$ cat src/hw/rtl/esd_pkg.sv
// Shared types and character codes for the escape sequence decoder.
package esd_pkg;

	typedef enum logic [1:0] {
		MODE_PLAIN = 2'd0,
		MODE_ESC   = 2'd1,
		MODE_HEX0  = 2'd2,
		MODE_HEX1  = 2'd3
	} mode_t;

	typedef struct packed {
		logic [7:0] out_byte;
		logic       byte_valid;
		logic       run_end;
		logic       string_end;
	} result_t;

	typedef struct packed {
		result_t    res0;
		result_t    res1;
		logic       two;
		mode_t      next_mode;
		logic [3:0] next_nibble;
	} decode_t;

	localparam int unsigned FifoDepth = 4;
	localparam int unsigned PtrW      = $clog2(FifoDepth);
	localparam int unsigned CntW      = $clog2(FifoDepth + 1);

	localparam logic [7:0] CH_BACKSLASH = 8'h5C;
	localparam logic [7:0] CH_X_LOWER   = 8'h78;
	localparam logic [7:0] CH_NEWLINE   = 8'h0A;
	localparam logic [7:0] CH_N         = 8'h6E;
	localparam logic [7:0] CH_R         = 8'h72;
	localparam logic [7:0] CH_T         = 8'h74;
	localparam logic [7:0] CH_V         = 8'h76;
	localparam logic [7:0] CH_F         = 8'h66;
	localparam logic [7:0] CH_B         = 8'h62;
	localparam logic [7:0] CH_A         = 8'h61;
	localparam logic [7:0] CH_ZERO      = 8'h30;
	localparam logic [7:0] CH_NINE      = 8'h39;
	localparam logic [7:0] CH_A_LOWER   = 8'h61;
	localparam logic [7:0] CH_F_LOWER   = 8'h66;
	localparam logic [7:0] CH_A_UPPER   = 8'h41;
	localparam logic [7:0] CH_F_UPPER   = 8'h46;
	localparam logic [7:0] CTL_CR       = 8'h0D;
	localparam logic [7:0] CTL_TAB      = 8'h09;
	localparam logic [7:0] CTL_VTAB     = 8'h0B;
	localparam logic [7:0] CTL_FF       = 8'h0C;
	localparam logic [7:0] CTL_BS       = 8'h08;
	localparam logic [7:0] CTL_BEL      = 8'h07;
	localparam logic [7:0] CTL_NUL      = 8'h00;

endpackage

$ cat src/hw/rtl/esd_in_if.sv
// Request channel carrying one raw byte of an escaped string.
interface esd_in_if;
	logic       valid;
	logic       ready;
	logic [7:0] in_byte;
	logic       is_final;

	modport source (output valid, output in_byte, output is_final, input ready);
	modport sink (input valid, input in_byte, input is_final, output ready);
endinterface

$ cat src/hw/rtl/esd_out_if.sv
// Request channel carrying one decoded result.
interface esd_out_if;
	logic       valid;
	logic       ready;
	logic [7:0] out_byte;
	logic       byte_valid;
	logic       run_end;
	logic       string_end;

	modport source (output valid, output out_byte, output byte_valid, output run_end,
		output string_end, input ready);
	modport sink (input valid, input out_byte, input byte_valid, input run_end,
		input string_end, output ready);
endinterface

$ cat src/hw/rtl/esd_decode.sv
// Combinational decode of one raw byte against the current escape state.
module esd_decode (
	input  esd_pkg::mode_t   mode,
	input  logic [3:0]       nibble,
	input  logic [7:0]       in_byte,
	input  logic             is_final,
	output esd_pkg::decode_t dec
);
	import esd_pkg::*;

	function automatic logic [4:0] hex_value(input logic [7:0] c);
		logic [7:0] t;
		t = 8'h00;
		if (c >= CH_ZERO && c <= CH_NINE) begin
			t = c - CH_ZERO;
			return {1'b1, t[3:0]};
		end
		if (c >= CH_A_LOWER && c <= CH_F_LOWER) begin
			t = c - CH_A_LOWER + 8'd10;
			return {1'b1, t[3:0]};
		end
		if (c >= CH_A_UPPER && c <= CH_F_UPPER) begin
			t = c - CH_A_UPPER + 8'd10;
			return {1'b1, t[3:0]};
		end
		return 5'b0_0000;
	endfunction

	logic [4:0] hv;
	logic       pre_v;
	logic [7:0] pre_b;
	logic       main_v;
	logic [7:0] main_b;
	logic       do_plain;
	mode_t      nm;
	logic [3:0] nn;

	assign hv = hex_value(in_byte);

	always_comb begin
		pre_v    = 1'b0;
		pre_b    = 8'h00;
		main_v   = 1'b0;
		main_b   = 8'h00;
		do_plain = 1'b0;
		nm       = MODE_PLAIN;
		nn       = nibble;
		unique case (mode)
			MODE_PLAIN: begin
				do_plain = 1'b1;
			end
			MODE_ESC: begin
				unique case (in_byte)
					CH_N: begin main_v = 1'b1; main_b = CH_NEWLINE; end
					CH_R: begin main_v = 1'b1; main_b = CTL_CR; end
					CH_T: begin main_v = 1'b1; main_b = CTL_TAB; end
					CH_V: begin main_v = 1'b1; main_b = CTL_VTAB; end
					CH_F: begin main_v = 1'b1; main_b = CTL_FF; end
					CH_B: begin main_v = 1'b1; main_b = CTL_BS; end
					CH_A: begin main_v = 1'b1; main_b = CTL_BEL; end
					CH_ZERO: begin main_v = 1'b1; main_b = CTL_NUL; end
					CH_NEWLINE: begin
						main_v = 1'b0;
					end
					CH_X_LOWER: begin
						if (is_final) begin
							main_v = 1'b1;
							main_b = CH_X_LOWER;
						end else begin
							nm = MODE_HEX0;
						end
					end
					default: begin
						main_v = 1'b1;
						main_b = in_byte;
					end
				endcase
			end
			MODE_HEX0: begin
				if (hv[4]) begin
					if (is_final) begin
						main_v = 1'b1;
						main_b = {4'h0, hv[3:0]};
					end else begin
						nn = hv[3:0];
						nm = MODE_HEX1;
					end
				end else begin
					pre_v    = 1'b1;
					pre_b    = CH_X_LOWER;
					do_plain = 1'b1;
				end
			end
			MODE_HEX1: begin
				if (hv[4]) begin
					main_v = 1'b1;
					main_b = {nibble, hv[3:0]};
				end else begin
					pre_v    = 1'b1;
					pre_b    = {4'h0, nibble};
					do_plain = 1'b1;
				end
			end
			default: begin
				do_plain = 1'b1;
			end
		endcase

		if (do_plain) begin
			if (in_byte == CH_BACKSLASH && !is_final) begin
				nm = MODE_ESC;
			end else begin
				main_v = 1'b1;
				main_b = in_byte;
			end
		end

		if (nm != MODE_HEX1) begin
			nn = 4'h0;
		end
		if (is_final) begin
			nm = MODE_PLAIN;
			nn = 4'h0;
		end

		dec.next_mode   = nm;
		dec.next_nibble = nn;
		dec.two         = pre_v & main_v;
		dec.res1        = '{out_byte: main_b, byte_valid: 1'b1, run_end: 1'b1,
			string_end: is_final};
		if (pre_v) begin
			dec.res0 = '{out_byte: pre_b, byte_valid: 1'b1, run_end: !main_v,
				string_end: !main_v && is_final};
		end else if (main_v) begin
			dec.res0 = '{out_byte: main_b, byte_valid: 1'b1, run_end: 1'b1,
				string_end: is_final};
		end else begin
			dec.res0 = '{out_byte: 8'h00, byte_valid: 1'b0, run_end: 1'b1,
				string_end: is_final};
		end
	end
endmodule

$ cat src/hw/rtl/esd_result_fifo.sv
// Small result queue that takes one or two results per push and drains one per cycle while the receiver is ready.
module esd_result_fifo (
	input  logic                       clk,
	input  logic                       arst_n,
	input  logic                       push,
	input  logic                       push_two,
	input  esd_pkg::result_t           wdata0,
	input  esd_pkg::result_t           wdata1,
	output logic                       room_two,
	output logic [esd_pkg::CntW-1:0]   level,
	esd_out_if.source                  dec
);
	import esd_pkg::*;

	result_t             mem_q [FifoDepth];
	logic [PtrW-1:0]     wr_ptr_q;
	logic [PtrW-1:0]     rd_ptr_q;
	logic [CntW-1:0]     cnt_q;
	logic                pop;
	logic [PtrW-1:0]     wr_ptr_next1;
	logic [CntW-1:0]     n_push;

	assign pop          = dec.valid && dec.ready;
	assign wr_ptr_next1 = wr_ptr_q + PtrW'(1);
	assign n_push       = push ? (push_two ? CntW'(2) : CntW'(1)) : CntW'(0);
	assign room_two     = cnt_q <= CntW'(FifoDepth - 2);
	assign level        = cnt_q;

	assign dec.valid      = cnt_q != CntW'(0);
	assign dec.out_byte   = mem_q[rd_ptr_q].out_byte;
	assign dec.byte_valid = mem_q[rd_ptr_q].byte_valid;
	assign dec.run_end    = mem_q[rd_ptr_q].run_end;
	assign dec.string_end = mem_q[rd_ptr_q].string_end;

	always_ff @(posedge clk) begin
		if (push) begin
			mem_q[wr_ptr_q] <= wdata0;
			if (push_two) begin
				mem_q[wr_ptr_next1] <= wdata1;
			end
		end
	end

	always_ff @(posedge clk or negedge arst_n) begin
		if (!arst_n) begin
			wr_ptr_q <= '0;
			rd_ptr_q <= '0;
			cnt_q    <= '0;
		end else begin
			if (push) begin
				wr_ptr_q <= wr_ptr_q + PtrW'(n_push);
			end
			if (pop) begin
				rd_ptr_q <= rd_ptr_q + PtrW'(1);
			end
			cnt_q <= cnt_q + n_push - (pop ? CntW'(1) : CntW'(0));
		end
	end
endmodule

$ cat src/hw/rtl/escape_sequence_decoder_unit.sv
// Top level of the escape sequence decoder: input stage, decode state and result queue.
//
// The raw channel takes one byte of an escaped C string per request, with
// is_final set on the last byte of the string. The dec channel gives the
// decoded results in order: each input byte causes one or two results, and
// run_end marks the last result of each input byte. A result with
// byte_valid low carries no byte, as for an opening backslash or a first
// hex digit.
// A byte is registered in the input stage, then decoded and written into the
// result queue once it has room for two results, and shown on dec from then
// on. Throughput is one byte per cycle while the queue has room, set by the
// single decode stage and the one-result-per-cycle output; an input that
// gives two results takes a further output slot, which the four-entry queue absorbs.
// Reset clears the input stage, the queue and the decode state to plain text.
// When the receiver stalls, the queue fills and raw.ready drops while a byte waits
// in the input stage with fewer than two entries free; no result is dropped.
module escape_sequence_decoder_unit (
	input  logic     clk,
	input  logic     arst_n,
	esd_in_if.sink   raw,
	esd_out_if.source dec
);
	import esd_pkg::*;

	logic            valid_s1;
	logic [7:0]      byte_s1;
	logic            fin_s1;
	mode_t           mode_q;
	logic [3:0]      nibble_q;
	decode_t         dec_res;
	logic            room_two;
	logic            push;
	logic [CntW-1:0] level;

	assign push      = valid_s1 && room_two;
	assign raw.ready = !valid_s1 || push;

	always_ff @(posedge clk or negedge arst_n) begin
		if (!arst_n) begin
			valid_s1 <= 1'b0;
		end else if (raw.valid && raw.ready) begin
			valid_s1 <= 1'b1;
		end else if (push) begin
			valid_s1 <= 1'b0;
		end
	end

	always_ff @(posedge clk) begin
		if (raw.valid && raw.ready) begin
			byte_s1 <= raw.in_byte;
			fin_s1  <= raw.is_final;
		end
	end

	always_ff @(posedge clk or negedge arst_n) begin
		if (!arst_n) begin
			mode_q   <= MODE_PLAIN;
			nibble_q <= 4'h0;
		end else if (push) begin
			mode_q   <= dec_res.next_mode;
			nibble_q <= dec_res.next_nibble;
		end
	end

	esd_decode u_decode (
		.mode     (mode_q),
		.nibble   (nibble_q),
		.in_byte  (byte_s1),
		.is_final (fin_s1),
		.dec      (dec_res)
	);

	esd_result_fifo u_fifo (
		.clk      (clk),
		.arst_n   (arst_n),
		.push     (push),
		.push_two (dec_res.two),
		.wdata0   (dec_res.res0),
		.wdata1   (dec_res.res1),
		.room_two (room_two),
		.level    (level),
		.dec      (dec)
	);

	assert property (@(posedge clk) disable iff (!arst_n)
		level <= CntW'(FifoDepth))
		else $error("Result queue holds more entries than it has.");

	assert property (@(posedge clk) disable iff (!arst_n)
		push && fin_s1 |=> mode_q == MODE_PLAIN && nibble_q == 4'h0)
		else $error("Decode state was not cleared after the final byte of a string.");

	assert property (@(posedge clk) disable iff (!arst_n)
		mode_q != MODE_HEX1 |-> nibble_q == 4'h0)
		else $error("Held nibble is set outside the second hex digit state.");

	assert property (@(posedge clk) disable iff (!arst_n)
		push && dec_res.two |-> !dec_res.res0.run_end && dec_res.res1.run_end)
		else $error("A two-result byte has run_end on the wrong result.");
endmodule

$ cat src/flat_wrapper.sv
// flat-port wrapper written by rule: the top's interface ports become plain ports
module escape_sequence_decoder_unit_flat import esd_pkg::*;
  (clk, arst_n, raw_valid, raw_in_byte, raw_is_final, raw_ready, dec_valid, dec_out_byte, dec_byte_valid, dec_run_end, dec_string_end, dec_ready);
  esd_in_if raw_i ();
  esd_out_if dec_i ();
  input  logic clk;
  input  logic arst_n;
  input wire logic [$bits(raw_i.valid)-1:0] raw_valid;
  input wire logic [$bits(raw_i.in_byte)-1:0] raw_in_byte;
  input wire logic [$bits(raw_i.is_final)-1:0] raw_is_final;
  output wire logic [$bits(raw_i.ready)-1:0] raw_ready;
  output wire logic [$bits(dec_i.valid)-1:0] dec_valid;
  output wire logic [$bits(dec_i.out_byte)-1:0] dec_out_byte;
  output wire logic [$bits(dec_i.byte_valid)-1:0] dec_byte_valid;
  output wire logic [$bits(dec_i.run_end)-1:0] dec_run_end;
  output wire logic [$bits(dec_i.string_end)-1:0] dec_string_end;
  input wire logic [$bits(dec_i.ready)-1:0] dec_ready;
  assign raw_i.valid = raw_valid;
  assign raw_i.in_byte = raw_in_byte;
  assign raw_i.is_final = raw_is_final;
  assign raw_ready = raw_i.ready;
  assign dec_valid = dec_i.valid;
  assign dec_out_byte = dec_i.out_byte;
  assign dec_byte_valid = dec_i.byte_valid;
  assign dec_run_end = dec_i.run_end;
  assign dec_string_end = dec_i.string_end;
  assign dec_i.ready = dec_ready;
  escape_sequence_decoder_unit u_core (.clk(clk), .arst_n(arst_n), .raw(raw_i), .dec(dec_i));
endmodule
$ cat config.mk
export PLATFORM = sky130hd
export DESIGN_NAME = escape_sequence_decoder_unit_flat
export DESIGN_NICKNAME = d
export VERILOG_FILES = /design/src/hw/rtl/esd_pkg.sv /design/src/hw/rtl/esd_in_if.sv /design/src/hw/rtl/esd_out_if.sv /design/src/hw/rtl/esd_decode.sv /design/src/hw/rtl/esd_result_fifo.sv /design/src/hw/rtl/escape_sequence_decoder_unit.sv /design/src/flat_wrapper.sv
export SDC_FILE = /design/constraint.sdc
export NUM_CORES = 1
export LEC_CHECK = 0
export ABC_AREA = 1
export BUFFER_PORTS_ARGS = -buffer_cell sky130_fd_sc_hd__buf_2
export CAP_MARGIN = 30
export CORE_UTILIZATION = 40
export DETAILED_ROUTE_END_ITERATION = 16
export PLACE_DENSITY = 0.65
export SLEW_MARGIN = 0
export SYNTH_ARGS = -nofsm -noshare
export SYNTH_HDL_FRONTEND = slang
export SYNTH_SLANG_ARGS = --single-unit
$ cat constraint.sdc
create_clock -name clk -period 3.3 [get_ports clk]
set_clock_uncertainty 0.2 [all_clocks]
set_input_delay 0 -clock clk [delete_from_list [all_inputs] [get_ports clk]]
set_output_delay 0 -clock clk [all_outputs]
set_load 0.02 [all_outputs]
==> Word level (Yosys, flattened, before mapping) <==
Memories as Yosys holds them, arrays and structs flattened.
Index checks and enable logic that the tools add are counted.
{ "word_totals": {"out_inout_bits": 13, "ram_bits": 44, "input_bits": 13, "ff_bits": 23, "word_cells": 119, "n_memories": 1} }
{ "memory_table": {"columns": ["memory", "words", "word_bits", "read_ports", "rd_ports_with_merged_regs", "write_ports", "line", "text"], "rows": [
  ["u_core.u_fifo.mem_q", 4, 11, 1, 0, 2, "esd_result_fifo.sv:15", "result_t mem_q [FifoDepth];"]
]} }
{ "classes": {"n_reduce_logical": 20, "addsub": 10, "muxes": 57, "bitwise": 1, "n_eq_ne": 15, "order_cmp": 7} }
{ "ops": {"columns": ["cell", "count"], "rows": [
  ["$eq A8 B7 Y1 const B", 9],
  ["$pmux W8 S9", 1],
  ["$mux W5", 6],
  ["$mux W4", 7],
  ["$mux W8", 3],
  ["$pmux W8 S3", 1],
  ["$mux W11", 2],
  ["$mux W1", 21],
  ["$mux W2", 9],
  ["$ge A8 B7 Y1 const B", 2],
  ["$le A8 B7 Y1 const B", 2],
  ["$mux W7", 2],
  ["$pmux W7 S2", 1],
  ["$sub A4 B1 Y4 const B", 3],
  ["$reduce_bool A3 Y1", 3],
  ["$add A4 B4 Y4 const B", 2],
  ["$eq A8 B4 Y1 const B", 1],
  ["$eq A8 B6 Y1 const B", 1],
  ["$ge A8 B6 Y1 const B", 1],
  ["$le A8 B6 Y1 const B", 1],
  ["$logic_and A1 B1 Y1", 8],
  ["$add A2 B1 Y2 const B", 2],
  ["$eq A2 B2 Y1 const B", 2],
  ["$pmux W1 S2", 2],
  ["other kinds (15)", 18]
]} }

==> Logic depth before layout (Yosys ltp) <==
{ "logic_depth": {"depth_word": 18, "mapped_depth": 21, "depth_no_buf": 21} }

==> By module <==
A second synthesis with hierarchy kept.
{ "hier_totals": {"hier_cells": 639, "hier_area_um2": 4635.7} }
{ "by_module_without_submodules": {"columns": ["mod", "cells_per_inst", "area_each_um2", "instances", "seq_area_each_um2"], "rows": [
  ["esd_result_fifo", 355, 2829.0, 1, 1496.4],
  ["esd_decode", 241, 1222.4, 1, 0.0],
  ["escape_sequence_decoder_unit", 43, 584.3, 1, 445.4]
]} }

==> Worst setup path before layout <==
No wires, ideal clock.
{ "synth_path": {"kind": "register -> register", "start": "register u_core.byte_s1[0]", "end": "register u_core.u_fifo.cnt_q[2], in the netlist u_core.u_fifo.level[2]", "slack_ps": 279, "t_required_ps": 2977, "path_stages_with_launch": 19, "setup_ps": 123, "n_path_buf": 0, "period_less_slack_ps": 3021, "arrival_ps": 2699, "cell_sequence": "edfxtp_1 -> inv_1 -> ha_1 -> nand2_1 -> nor2_1 -> nand2_1 -> nand2_1 -> nand2_1 -> nand2_1 -> nand3_2 -> nand2_2 -> nand2_4 -> nand2_8 -> nand2_4 -> ha_1 -> inv_1 -> ha_1 -> fa_1 -> xnor2_1"} }
{ "synth_via": {"elab_chain_len": 17, "word_cells_on_any_way": 38, "classes_between": "add/sub (2); order compare (6); eq/ne (3); mux (22); bitwise (1); reduce/logical (4)"} }
{ "synth_lines": {"columns": ["element", "line", "text"], "rows": [
  ["start, declared", "escape_sequence_decoder_unit.sv:26", "logic [7:0] byte_s1;"],
  ["start signal, assigned", "escape_sequence_decoder_unit.sv:50", "byte_s1 <= raw.in_byte;"],
  ["$ge A8 B7 Y1 / $le A8 B7 Y1 (equally long branches)", "esd_decode.sv:22", "if (c >= CH_A_UPPER && c <= CH_F_UPPER) begin"],
  ["$logic_and A1 B1 Y1", "esd_decode.sv:22", null],
  ["$mux W1 (2 in series)", "esd_decode.sv:22", null],
  ["$mux W1", "esd_decode.sv:18", "if (c >= CH_A_LOWER && c <= CH_F_LOWER) begin"],
  ["$mux W5", "esd_decode.sv:26", "return 5'b0_0000;"],
  ["$mux W5", "esd_decode.sv:22", null],
  ["$mux W5", "esd_decode.sv:18", null],
  ["$mux W1, on equally long branches", "esd_decode.sv:95, esd_decode.sv:80", null],
  ["$pmux W1 S3", "esd_decode.sv:48", "unique case (mode)"],
  ["$mux W1", "esd_decode.sv:110", "if (in_byte == CH_BACKSLASH && !is_final) begin"],
  ["$mux W1", "esd_decode.sv:109", "if (do_plain) begin"],
  ["$and A1 B1 Y1 (*)", "esd_decode.sv:128", "dec.two = pre_v & main_v;"],
  ["$mux W2 (*) (2 in series)", "esd_result_fifo.sv:25", "assign n_push = push ? (push_two ? CntW'(2) : CntW'(1)) : CntW'(0);"],
  ["$add A3 B2 Y3 (*)", "esd_result_fifo.sv:56", "cnt_q <= cnt_q + n_push - (pop ? CntW'(1) : CntW'(0));"],
  ["$sub A3 B1 Y3 (*)", "esd_result_fifo.sv:56", null],
  ["end signal, assigned", "esd_result_fifo.sv:56", null],
  ["end, declared", "esd_result_fifo.sv:18", "logic [CntW-1:0] cnt_q;"]
]} }
Mark *: on every way between the ends. The rest lies on a longest branch, timed or not. The select of a mux whose other input is x is not followed.
A chain may end at the register's enable or synchronous reset.

==> Worst setup path after layout <==
Ends and elaborated chain as after synthesis.

==> metrics list <==
- In this run, the combinational gates consume 43.5% of the power.
- Number of maximum-capacitance violations: 0
- For hold timing, the worst endpoint is u_core.byte_s1[3].
* Largest family of logic cells by synthesized area: simple AND/OR/NAND/NOR gates
- Post-route setup TNS: 0 ns
- Global routing used around a fifth of the available tracks across all layers.
- Sequential elements use 43.9% of the synthesized area.
- Vias in the first global route: 3456
- Capturing point of the worst reg2reg path: u_core.u_fifo.level[2]
- Dividing total power by cell area gives a power density of 727 mW/mm^2.
- Multiplexer fraction of the synthesized cell area: 0%
- After clock tree synthesis, the clock-pin slew on the worst setup and hold paths is 0.08 ns.
* Area fraction in compound gates after synthesis: 8.56%
* Unrepaired setup endpoints after global routing: false
* Post-layout min period: between 3 and 4 ns
- The synthesized design contains 45 enable-type register cells.
* CP required: 3.34 ns
- Placement Cell Area: 0.00457 sq mm
- Area fraction of the dominant cell type after synthesis: 31.9%
- After the last flow step, the layout net total stands at ~610.
* Worst setup SP type: flip-flop
- The floorplan step defined a die boundary enclosing ~0.011 sq mm.
- Along the worst path, the maximum fanout reaches 8.
* Instance count along the most critical hold path: 2
- Critical path class: reg -> reg
- Summing the areas of all and, or, nand and nor instances in the mapped netlist gives a little over a third of the synthesized area.
- Most used cells in the layout excluding fill and tap cells: sky130_fd_sc_hd__nand2_1, sky130_fd_sc_hd__edfxtp_1, sky130_fd_sc_hd__nand3_1
- Fraction of final layout cells sized beyond drive strength 1: 20.0%
- For this run, the detailed router's first-pass iteration total came to 5.
* Setup slack of the worst register-to-register path: between 0.2 and 0.25 ns
- Unique masters post-synth: 38
- The Yosys step of the flow raised 0 warnings.
- The number of antenna diodes in the final layout is 0.
- Die Width: around 100 um
* Flop pwr share: 36.1%
- No sink is reached through more buffers than the 2 on the longest clock path.
- For this configuration, the core starts out at a cell density of 41.2%.
- The first global-routing pass estimated 16.9 mm of wire.
- Cell types occupying the most area after synthesis: sky130_fd_sc_hd__edfxtp_1, sky130_fd_sc_hd__nand2_1, sky130_fd_sc_hd__dfrtp_1
* Post-Synthesis Mean Instance Area: 8.03 sq um
- Internal power contribution: 2.07 mW
- Most common cell after layout, fill and taps aside: sky130_fd_sc_hd__nand2_1
- Of the total synthesized cell area, the portion taken by XOR and XNOR cells is ~1.0%.
- For this design the static power due to leakage is 2.37 nW.
- The area growth from synthesis to layout is 16.4%.
* Number of cell rows: 37
* Post-synthesis cell type with the largest combined area: sky130_fd_sc_hd__edfxtp_1
* Endpoint kind of the worst setup timing path: flip-flop
- Post-detailed-route DRC marker count: 0
* Mapped Nets: around 550
- Design area: 0.00493 sq mm
- Master cell of the clock root buffer: sky130_fd_sc_hd__clkbuf_8
* Post-synthesis adder-cell area fraction: 4.02%
- Routability-driven placement finished with a final weighted congestion of approximately 0.9.
- The path class of the tightest hold or removal check is in -> reg.
- Clock network fraction of total power: 20.4%
- Worst Tran Pin Value: 0.785 ns
- The total count of hold-check failures in the final report is 0.
- The initial antenna violation count came to 0.
- In this run switching power makes up ~42% of total power.
* CTS tree: built
- Power spent charging and discharging nets: 1.52 mW
* Post-synthesis sequential element count: 67
- The final number of max-transition violations came to 0.
* Hold path startpoint: raw_in_byte[3]
- VDD IR max: 284 uV
- Of all flip-flops after synthesis, the portion carrying an async set or reset was 20.9%.
- Outcome: finished, final reports clean
- Post-route clock period utilization: between 90% and 100%
- The first routing iteration left 210 violations.
* Max-Slew Margin vs Limit: a little under half
- Post-route ant nets: 0
- In this run the number of H-tree levels came out at 3.
- Final core occ: around 48%
- DR WL/cell: roughly 14 um
* Clk sinks: 67
- After detailed routing, the total wire length is between 9 and 10 mm.
- PortBufs: 25
- Detailed placement ended at an HPWL of 7.50 mm.
- CP Data Arrival Time: 3.10 ns
* Cell Area, Synth: 0.00424 sq mm
- Entering global routing, the biggest net connects 25 pins.
- The core region is 0.0103 sq mm.
* TritonCTS Buffers: 9
- Using the TritonRoute via totals, the vias-per-cell ratio works out to 5.05.
* Highest clock rate: 326 MHz
* Worst flop-to-flop path startpoint: u_core.byte_s1[0]
* Remaining global-route overflow: 0
- Skew-Pair Late Insertion Delay: 0.36 ns
- Number of cells on the worst reg-to-reg path: 17
- Measured along the y axis, the die boundary spans 105 um.
* Number of ports placed on the die boundary: 26
- Number of endpoints failing setup at the final stage: 0
* Gate count of the mapped netlist: 528
* Count of vias placed by the detailed router: 3638
- Predominant post-synthesis flop cell: sky130_fd_sc_hd__edfxtp_1
what timing repair did:
item / CTS / global route
setup endpoints to repair: 0 / 20
hold endpoints to repair: 35 / 0
hold buffers: 13 / 0
setup buffers: 0 / 2
resized for setup: 0 / 2
how the worst max path moves through the flow:
stage,startpoint,to
floorplan,u_core.byte_s1[0],u_core.u_fifo.level[2]
global placement,u_core.byte_s1[0],u_core.u_fifo.level[2]
detailed placement,u_core.byte_s1[0],u_core.u_fifo.level[2]
CTS,u_core.byte_s1[0],u_core.u_fifo.level[2]
global route,u_core.byte_s1[0],u_core.u_fifo.level[2]
finish,u_core.byte_s1[0],u_core.u_fifo.level[2]
critical path: stages (launching register included):
cell	delay, ns
sky130_fd_sc_hd__edfxtp_1	0.43
sky130_fd_sc_hd__buf_4	0.17
sky130_fd_sc_hd__ha_1	0.19
sky130_fd_sc_hd__inv_1	0.09
sky130_fd_sc_hd__nand3_1	0.13
sky130_fd_sc_hd__nand3_2	0.14
sky130_fd_sc_hd__nand2_4	0.10
sky130_fd_sc_hd__nand2_1	0.12
sky130_fd_sc_hd__nand3_2	0.09
sky130_fd_sc_hd__nand2_2	0.09
sky130_fd_sc_hd__nand2_4	0.07
sky130_fd_sc_hd__nand2_8	0.06
sky130_fd_sc_hd__nand2_4	0.05
sky130_fd_sc_hd__ha_1	0.27
sky130_fd_sc_hd__inv_1	0.04
sky130_fd_sc_hd__ha_1	0.18
sky130_fd_sc_hd__fa_1	0.37
sky130_fd_sc_hd__xnor2_1	0.14
per-stage QoR:
stage                     setup slack, ns  std cells  hold slack, ns  power [mW]
after global placement              0.220        690          -0.278        2.80
after global routing               0.0218        721           0.141        3.85
after floorplan                     0.279        528          -0.496        2.40
after detailed placement            0.124        690          -0.265        2.86
final                               0.237        721           0.146        3.58
after CTS                           0.108        719           0.138        3.59
logic make-up (layout without fill, tap and decap cells):
logic type      count (synthesis)  after routing
simple gates                  320            320
fa+ha+maj                      13             13
compound gates                 62             62
xor+xnor                        5              5
buf+inv                        61            118
flops                          67             67
Yosys cell counts, drive strengths merged (6+ instances only):
cell type and count:
nor2 46, nand3 48, dfrtp 14, edfxtp 45, ha 12, inv 48, a21oi 8, nor3 8
dfxtp 8, o22ai 12, nand2 211, clkbuf 6, o21ai 42
power by group through the flow:
stage	registers, mW	logic, mW	clock network [mW]
4_1_cts	1.30	1.56	0.741
5_1_grt	1.32	1.75	0.773
2_1_floorplan	1.26	1.14	0
6_report	1.29	1.56	0.730
3_5_place_dp	1.32	1.54	0
3_3_place_gp	1.31	1.49	0
registers in the layout, summed over array words and instances (netlist names):
signal / cells
u_core.byte_s1: 8
u_core.fin_s1: 1
u_core.mode_q: 2
u_core.nibble_q: 4
u_core.u_fifo.level: 3
u_core.u_fifo.mem_q: 44
u_core.u_fifo.rd_ptr_q: 2
u_core.u_fifo.wr_ptr_q: 2
u_core.valid_s1: 1
layer usage:
layer / wire length [um] / share of wire (%) / global-route usage, %
met1: 4590 / 46 / 26.0
met3: 456 / 4.6 / 2.68
met4: 198 / 2.0 / 8.05
met5: 0 / 0 / 0
met2: 4660 / 47 / 32.5
layout make-up:
type                    instances  area [sq um]
clock buffers                  12           188
clock inverters                 4          27.5
fillers                       983          5350
inverters                      51           226
multi-input cells             400          2100
flip-flops and latches         67          1860
well taps                     136           170
repair buffers                 51           353
Note: power is estimated with default switching activity, not from simulation.
